===== config.mk =====
export PLATFORM = sky130hd
export DESIGN_NAME = crcf2d_ctrl
export DESIGN_NICKNAME = d
export VERILOG_FILES = /design/src/rtl/color_rect_count_fenwick_2d_unit_assert.svh /design/src/rtl/crcf2d_pkg.sv /design/src/rtl/crcf2d_ctrl.sv
export SDC_FILE = /design/constraint.sdc
export NUM_CORES = 1
export LEC_CHECK = 0
export BUFFER_PORTS_ARGS = -buffer_cell sky130_fd_sc_hd__buf_4
export CAP_MARGIN = 20
export CORE_UTILIZATION = 45
export CTS_CLUSTER_SIZE = 30
export DETAILED_ROUTE_END_ITERATION = 16
export GPL_ROUTABILITY_DRIVEN = 0
export HOLD_SLACK_MARGIN = 0.1
export PLACE_DENSITY = 0.78
export SETUP_SLACK_MARGIN = 0.4
export SLEW_MARGIN = 40
export SYNTH_ARGS = -nofsm -noshare
export SYNTH_HDL_FRONTEND = slang
export SYNTH_SLANG_ARGS = --single-unit

===== constraint.sdc =====
create_clock -name clk -period 1.8 [get_ports clk]
set_clock_uncertainty 0.15 [all_clocks]
set_input_delay 0.09 -clock clk [delete_from_list [all_inputs] [get_ports clk]]
set_output_delay 0.09 -clock clk [all_outputs]
set_load 0.005 [all_outputs]

===== src/rtl/color_rect_count_fenwick_2d_unit_assert.svh =====
// Assertion macros for the per-color rectangle counter.
`ifndef COLOR_RECT_COUNT_FENWICK_2D_UNIT_ASSERT_SVH
`define COLOR_RECT_COUNT_FENWICK_2D_UNIT_ASSERT_SVH

// Same-cycle implication, sampled on clk and disabled during reset.
`define CRCF2D_ASSERT_IMP(lbl, ante, cons, msg) \
	lbl: assert property (@(posedge clk) disable iff (!arst_n) (ante) |-> (cons)) \
		else $error(msg);

// Next-cycle implication, sampled on clk and disabled during reset.
`define CRCF2D_ASSERT_NXT(lbl, ante, cons, msg) \
	lbl: assert property (@(posedge clk) disable iff (!arst_n) (ante) |=> (cons)) \
		else $error(msg);

`endif


===== src/rtl/crcf2d_pkg.sv =====
// Shared constants, register codes and controller interface types.
`default_nettype none

package crcf2d_pkg;

	localparam int MAX_ROWS_DEF   = 64;
	localparam int MAX_COLS_DEF   = 64;
	localparam int NUM_COLORS_DEF = 16;

	localparam int COORD_W = 6;
	localparam int COLOR_W = 4;
	localparam int COUNT_W = 13;
	localparam int CFG_W   = 7;
	localparam int CFG_IDX_W = 1;

	localparam logic [CFG_W-1:0] ROWS_USED_RST = 7'd64;
	localparam logic [CFG_W-1:0] COLS_USED_RST = 7'd64;

	localparam logic [CFG_IDX_W-1:0] REG_ROWS_USED = 1'd0;
	localparam logic [CFG_IDX_W-1:0] REG_COLS_USED = 1'd1;

	localparam logic REQ_SET   = 1'b0;
	localparam logic REQ_COUNT = 1'b1;

	typedef struct packed {
		logic clr_step;
		logic load_req;
		logic cell_rd;
		logic cell_wr;
		logic upd_sub_init;
		logic upd_add_init;
		logic upd_step;
		logic tree_rd;
		logic tree_wr;
		logic pfx_init;
		logic pfx_next;
		logic pfx_step;
		logic acc_en;
		logic out_load;
	} dp_cmd_t;

	typedef struct packed {
		logic clr_done;
		logic bad;
		logic is_count;
		logic cell_valid;
		logic upd_neg;
		logic upd_last;
		logic pfx_empty;
		logic pfx_last;
		logic pass_last;
	} dp_sts_t;

endpackage

`default_nettype wire


===== src/rtl/crcf2d_ctrl.sv =====
// Controller: sequences clearing, cell lookup, tree updates and prefix sums.
`default_nettype none

module crcf2d_ctrl
	import crcf2d_pkg::*;
(
	input  wire logic    clk,
	input  wire logic    arst_n,
	input  wire logic    in_valid,
	output logic         in_ready,
	output logic         out_valid,
	input  wire logic    out_ready,
	input  wire dp_sts_t sts,
	output dp_cmd_t      cmd
);

	localparam logic [3:0] S_CLEAR   = 4'd0;
	localparam logic [3:0] S_IDLE    = 4'd1;
	localparam logic [3:0] S_CHECK   = 4'd2;
	localparam logic [3:0] S_CELL    = 4'd3;
	localparam logic [3:0] S_UPD_RD  = 4'd4;
	localparam logic [3:0] S_UPD_WR  = 4'd5;
	localparam logic [3:0] S_PFX_CHK = 4'd6;
	localparam logic [3:0] S_PFX_RD  = 4'd7;
	localparam logic [3:0] S_PFX_ACC = 4'd8;
	localparam logic [3:0] S_DONE    = 4'd9;

	logic [3:0] state_q, state_d;
	logic       out_valid_q;

	always_comb begin
		state_d = state_q;
		cmd     = '0;
		case (state_q)
			S_CLEAR: begin
				cmd.clr_step = 1'b1;
				if (sts.clr_done)
					state_d = S_IDLE;
			end
			S_IDLE: begin
				if (in_valid) begin
					cmd.load_req = 1'b1;
					state_d = S_CHECK;
				end
			end
			S_CHECK: begin
				if (sts.bad) begin
					state_d = S_DONE;
				end else if (sts.is_count) begin
					cmd.pfx_init = 1'b1;
					state_d = S_PFX_CHK;
				end else begin
					cmd.cell_rd = 1'b1;
					state_d = S_CELL;
				end
			end
			S_CELL: begin
				cmd.cell_wr = 1'b1;
				if (sts.cell_valid)
					cmd.upd_sub_init = 1'b1;
				else
					cmd.upd_add_init = 1'b1;
				state_d = S_UPD_RD;
			end
			S_UPD_RD: begin
				cmd.tree_rd = 1'b1;
				state_d = S_UPD_WR;
			end
			S_UPD_WR: begin
				cmd.tree_wr = 1'b1;
				if (!sts.upd_last) begin
					cmd.upd_step = 1'b1;
					state_d = S_UPD_RD;
				end else if (sts.upd_neg) begin
					// The old color is removed; now add the new one.
					cmd.upd_add_init = 1'b1;
					state_d = S_UPD_RD;
				end else begin
					state_d = S_DONE;
				end
			end
			S_PFX_CHK: begin
				if (!sts.pfx_empty) begin
					state_d = S_PFX_RD;
				end else if (sts.pass_last) begin
					state_d = S_DONE;
				end else begin
					cmd.pfx_next = 1'b1;
				end
			end
			S_PFX_RD: begin
				cmd.tree_rd = 1'b1;
				state_d = S_PFX_ACC;
			end
			S_PFX_ACC: begin
				cmd.acc_en = 1'b1;
				if (!sts.pfx_last) begin
					cmd.pfx_step = 1'b1;
					state_d = S_PFX_RD;
				end else if (sts.pass_last) begin
					state_d = S_DONE;
				end else begin
					cmd.pfx_next = 1'b1;
					state_d = S_PFX_CHK;
				end
			end
			S_DONE: begin
				if (!out_valid_q || out_ready) begin
					cmd.out_load = 1'b1;
					state_d = S_IDLE;
				end
			end
			default: state_d = S_CLEAR;
		endcase
	end

	always_ff @(posedge clk or negedge arst_n) begin
		if (!arst_n) begin
			state_q     <= S_CLEAR;
			out_valid_q <= 1'b0;
		end else begin
			state_q <= state_d;
			if (cmd.out_load)
				out_valid_q <= 1'b1;
			else if (out_ready)
				out_valid_q <= 1'b0;
		end
	end

	assign in_ready  = state_q == S_IDLE;
	assign out_valid = out_valid_q;

endmodule

`default_nettype wire


==> results of run 1 <==
## kinds of logic after synthesis
logic type,Yosys count
AOI/OAI and AO/OA,16
buffers and inverters,9
DFF,5
and+or+nand+nor,43
## registers in the layout, summed over array words and instances (netlist names)
name       flops
state_q        4
out_valid      1
## per-layer routing
metal  vias up  wire [microns]
met5         -               0
met2        99            1610
met3        46             303
met1       440            1130
li1        386               -
met4         0             348
## area by class of cell
class                      instances  area [sq um]
timing repair buffer              57           479
clock buffer                       4          26.3
fill                              25          56.3
multi-input combinational         59           561
tap                               15          18.8
sequential                         5           129
inverter                           4          15.0
## repair_timing
action | 4_1_cts | 5_1_grt
endpoints found under the hold margin | 9 | 1
pin swaps | 2 | 6
buffers inserted | 12 | 6
setup endpoints to repair | 19 | 19
gates resized for setup | 14 | 22
## Yosys cell counts (2+ instances only)
master	n	share of area, %
nand2b_1	6	6.0
dfrtp_1	5	20
buf_6	4	7.3
inv_1	4	2.4
nand2_1	4	2.4
nor2_1	4	2.4
and3_1	3	3.0
nor2b_1	3	3.0
nor3b_1	3	3.6
nor4_1	3	3.0
a21oi_1	2	1.6
and2b_1	2	2.4
nand4bb_1	2	3.6
nor3_1	2	1.6
o21ai_0	2	1.6
o21ai_1	2	1.6
o22ai_1	2	2.0
or3b_1	2	2.8
## final timing paths
| path | start | end | slack, ps |
|---|---|---|---|
| worst max-delay path | state_q[2]$_DFFE_PN0P_ | cmd[3] | -60 |
| worst min-delay path | out_ready | out_valid$_DFFE_PN0P_ | 120 |
| worst max register to register | state_q[0]$_DFFE_PN0P_ | state_q[2]$_DFFE_PN0P_ | 30 |
| worst min register to register | out_valid$_DFFE_PN0P_ | out_valid$_DFFE_PN0P_ | 550 |
| max in group asynchronous | arst_n | state_q[0]$_DFFE_PN0P_ | 600 |
| min in group asynchronous | arst_n | state_q[1]$_DFFE_PN0P_ | 650 |
## tightest hold or removal path: stages
cell and delay, ps:
buf_4 80, nand2b_1 220, nand2_1 100
## per-stage QoR
stage	util [%]	setup WS (ps)	setup TNS (ps)	hold slack (ps)
finish	95.6	-61.8	-61.8	116
global route	95.6	-152	-476	123
CTS	84.0	136	0	50.4
detailed placement	66.4	52.9	0	-256
global placement	66.4	98.7	0	-256
floorplan	-	325	0	-356
## where the power goes
group,total [uW],switching [uW],internal [uW],leakage (uW)
sequential,262,90.5,172,0.0000607
clock,149,63.6,85.0,0.0000150
combinational,1660,786,876,0.000492
==> flow_summary.json, run 1 <==
{
  "p_leak_uw": 0.000567,
  "busiest_layer": "met2",
  "path_buf_inv": 2,
  "grtUsageTotal_pct": 34.1,
  "ctsLongestPathBuffers": 2,
  "routed_wl_microns": 3390,
  "synth_area_sq_um": 621,
  "ys_ff_latch": 5,
  "io_pins": 29,
  "critical_path_arrival_ps": 1620,
  "grt_pass1_wl_microns": 3370,
  "n_antenna_cell": 0,
  "layout_common_cells": "45 x buf_4, 6 x nand2b_1, 5 x dlygate4sd3_1, 5 x buf_6",
  "drv_slew": 0,
  "grtUsageMet2_pct": 64.2,
  "routedWlPerCell_microns": 23.6,
  "rsz0062_at_grt": "true",
  "cp_num_cells": 5,
  "fin_area_sq_um": 1230,
  "htree_num_levels": 1,
  "synthMuxAreaShare_pct": 0,
  "cp_data_required_time_ps": 1560,
  "cts_tree": "done",
  "syn_nets": 86,
  "drc_errors": 0,
  "hpwl_microns": 1180,
  "ys_warn_count": 0,
  "root_buffer": "clkbuf_4",
  "fin_crit_sh_pct": 103,
  "powerDensity_nw_per_um2": 1690,
  "grtUsageMet1_pct": 36.4,
  "cp_top_family": "simple AND/OR/NAND/NOR gates",
  "antenna_found_initial": 0,
  "yosys.area_share.xor_xnor_pct": 0,
  "fin_cells": 144,
  "critPathLaunchType": "flip-flop",
  "rows": 13,
  "syn_area_per_cell_sq_um": 8.50,
  "yosysSeqAreaShare_pct": 20.2,
  "num_vias": 971,
  "timing.final.hold_violations": 0,
  "worstPathMaxFanout": 7,
  "timing.fmax_ghz": 0.537,
  "fin_ws_ps": -61.8,
  "io_buffer_count": 28,
  "period_needed_ps": 1860,
  "synth_cell_type_count": 36,
  "synth-compound-area-share_pct": 18.8,
  "r2r_cells": 6,
  "layout_commonest_cell": "buf_4",
  "drive_gt1_share_pct": 63.6,
  "clock_latency_ps": 260,
  "syn_inst": 73,
  "finalSetupViolCount": 1,
  "tightest_slew_ps": 415,
  "worstPathCellList": "buf_6 -> nor4b_4 -> a21oi_1 -> nor2_1 -> buf_4",
  "via_per_inst": 6.74,
  "first_pass_iters": 4,
  "die_area_sq_um": 1530,
  "syn2layout_area_growth_pct": 98.0,
  "clk_pin_slew_ps": 50,
  "max_stage_delay_ps": 440,
  "coreArea_sq_um": 1280,
  "synth_flop_cell": "dfrtp_1",
  "placed_cells": 117,
  "cap_violations": 0,
  "grt_overflow": 0,
  "cts_made_buffers": 3,
  "grt_pass1_vias": 719,
  "drt_iter0_drc": 58,
  "p_total_uw": 2070,
  "die_h_microns": 39.1,
  "status": "finished with violations",
  "synth_top_family_by_area": "simple AND/OR/NAND/NOR gates",
  "min_path_cells": 3,
  "postSynth.asyncResetShare_pct": 100,
  "ir_drop_mv": 1.30,
  "slew_headroom_pct": 72.2,
  "ctsHoldBuffers": 5,
  "violations": "negative setup slack",
  "crit_type": "flip-flop to output port",
  "initial_utilization_pct": 48.3,
  "crit_slowest_cell": "dfrtp_2",
  "holdCritPathClass": "input port to flip-flop",
  "placed_area_sq_um": 853,
  "nets": 143,
  "synthAdderAreaFrac_pct": 0,
  "grt_max_degree": 13,
  "ant_nets": 0,
  "clock-sinks": 5,
  "synth_enable_flop_cells": 0,
  "synth-simple-area-share_pct": 50.2,
  "use_met3_pct": 5.78,
  "end_kind": "output port",
  "die_w_microns": 39.1
}
No activity file was read; power rests on OpenSTA's default activity.
==> run 2, diff against run 1 <==
--- a/config.mk
+++ b/config.mk
@@ -12,7 +12,7 @@
 export DETAILED_ROUTE_END_ITERATION = 16
 export GPL_ROUTABILITY_DRIVEN = 0
 export HOLD_SLACK_MARGIN = 0.1
-export PLACE_DENSITY = 0.78
+export PLACE_DENSITY = 0.85
 export SETUP_SLACK_MARGIN = 0.4
 export SLEW_MARGIN = 40
 export SYNTH_ARGS = -nofsm -noshare
==> run 2 against run 1 <==
  * The run still ends with negative setup slack left
  * Design area down 5.3%
  * Die area unchanged
  * Critical path type is now flip-flop to flip-flop
  * Worst hold slack better by 39 ps
==> flow_summary.json, run 2 (synthesis gave the netlist of run 1 again) <==
{
  "via_per_inst": 6.22,
  "fin_ws_ps": -33.3,
  "htree_num_levels": 1,
  "coreArea_sq_um": 1280,
  "drt_iter0_drc": 81,
  "clock-sinks": 5,
  "tightest_slew_ps": 313,
  "clk_pin_slew_ps": 60,
  "clock_latency_ps": 250,
  "drv_slew": 0,
  "fin_area_sq_um": 1160,
  "cap_violations": 0,
  "p_leak_uw": 0.000567,
  "status": "finished with violations",
  "first_pass_iters": 4,
  "grt_overflow": 0,
  "io_buffer_count": 28,
  "grt_pass1_wl_microns": 3570,
  "period_needed_ps": 1830,
  "timing.fmax_ghz": 0.545,
  "grt_max_degree": 11,
  "cp_data_required_time_ps": 1770,
  "routed_wl_microns": 2970,
  "grt_pass1_vias": 767,
  "routedWlPerCell_microns": 20.7,
  "die_area_sq_um": 1530,
  "critical_path_arrival_ps": 1800,
  "slew_headroom_pct": 78.9,
  "critPathLaunchType": "flip-flop",
  "r2r_cells": 6,
  "initial_utilization_pct": 48.3,
  "ctsLongestPathBuffers": 2,
  "num_vias": 895,
  "ir_drop_mv": 1.08,
  "hpwl_microns": 1240,
  "rows": 13,
  "timing.final.hold_violations": 0,
  "antenna_found_initial": 0,
  "cts_made_buffers": 3,
  "syn2layout_area_growth_pct": 87.5,
  "nets": 143,
  "worstPathMaxFanout": 8,
  "placed_area_sq_um": 853,
  "fin_crit_sh_pct": 102,
  "whs_ps": 155,
  "finalSetupViolCount": 2,
  "largest-register": "state_q",
  "violations": "negative setup slack",
  "rsz0062_at_grt": "true",
  "drc_errors": 0,
  "drive_gt1_share_pct": 58.1,
  "die_h_microns": 39.1,
  "end_kind": "flip-flop",
  "min_path_cells": 4,
  "grtUsageTotal_pct": 36.2,
  "root_buffer": "clkbuf_4",
  "ant_nets": 0,
  "powerDensity_nw_per_um2": 1610,
  "ctsHoldBuffers": 5,
  "layout_commonest_cell": "buf_4",
  "cts_tree": "done",
  "n_antenna_cell": 0,
  "crit_type": "flip-flop to flip-flop",
  "die_w_microns": 39.1,
  "holdCritPathClass": "input port to flip-flop",
  "layout_common_cells": "43 x buf_4, 6 x nand2b_1, 5 x dlygate4sd3_1, 5 x buf_6",
  "io_pins": 29,
  "largest_register_ffs": 4
}
-- run 2: cell types whose count changed in the layout (fill, tap and decap cells not counted), moves of 2 or more --
cell	delta
buf_4	-2
nand4bb_1	+2
nor2_1	+2
nand4bb_4	-2
-- run 2: critical path: stages (launching register included) --
cell	delay [ps]
dfrtp_2	470
buf_4	170
buf_4	140
nor4_2	340
nand2b_1	120
nand4_1	190
o22ai_2	120
-- run 2: per-stage QoR --
step	TNS [ps]	total power, uW	utilization (%)	instances	worst slack [ps]
2_1_floorplan	0	893	-	73	325
3_3_place_gp	0	1110	66.4	117	95.4
3_5_place_dp	0	1140	66.4	117	63.0
4_1_cts	0	1610	85.2	141	49.4
5_1_grt	-191	1960	90.6	144	-56.0
6_report	-43.1	1880	90.6	144	-33.3
-- run 2: repair_timing --
action | in CTS | in global routing
endpoints found under the setup margin | 20 | 19
pin swaps | 3 | 5
setup buffers | 15 | 3
gates resized for setup | 12 | 11
endpoints found under the hold margin | 9 | 1
-- run 2: routing by layer --
layer	global-route usage (%)	vias up	part of all wire, %
met5	0	-	0
met4	23.3	0	4.1
met3	7.51	18	11
met2	58.8	85	49
met1	42.5	407	35
li1	-	385	-
-- run 2: final timing paths --
check	from	end	slack [ps]
max	state_q[0]$_DFFE_PN0P_	state_q[3]$_DFFE_PN0P_	-30
min in group asynchronous	arst_n	out_valid$_DFFE_PN0P_	630
min	sts[0]	state_q[3]$_DFFE_PN0P_	150
max reg2reg	state_q[0]$_DFFE_PN0P_	state_q[3]$_DFFE_PN0P_	-30
max in group asynchronous	arst_n	state_q[2]$_DFFE_PN0P_	630
min reg2reg	out_valid$_DFFE_PN0P_	out_valid$_DFFE_PN0P_	590
-- run 2: power breakdown --
part           internal [uW]  switching, uW  total [uW]
registers                174            108         282
clock network           84.7           59.1         144
logic                    796            654        1450
total                   1050            821        1880
-- run 2: area by class of cell --
| type | count | area [sq um] |
|---|---|---|
| sequential | 5 | 130 |
| inverter | 4 | 15.0 |
| fill | 51 | 121 |
| tap | 15 | 18.8 |
| clock buffer | 4 | 26.3 |
| timing repair buffer | 57 | 479 |
| multi-input combinational | 59 | 494 |
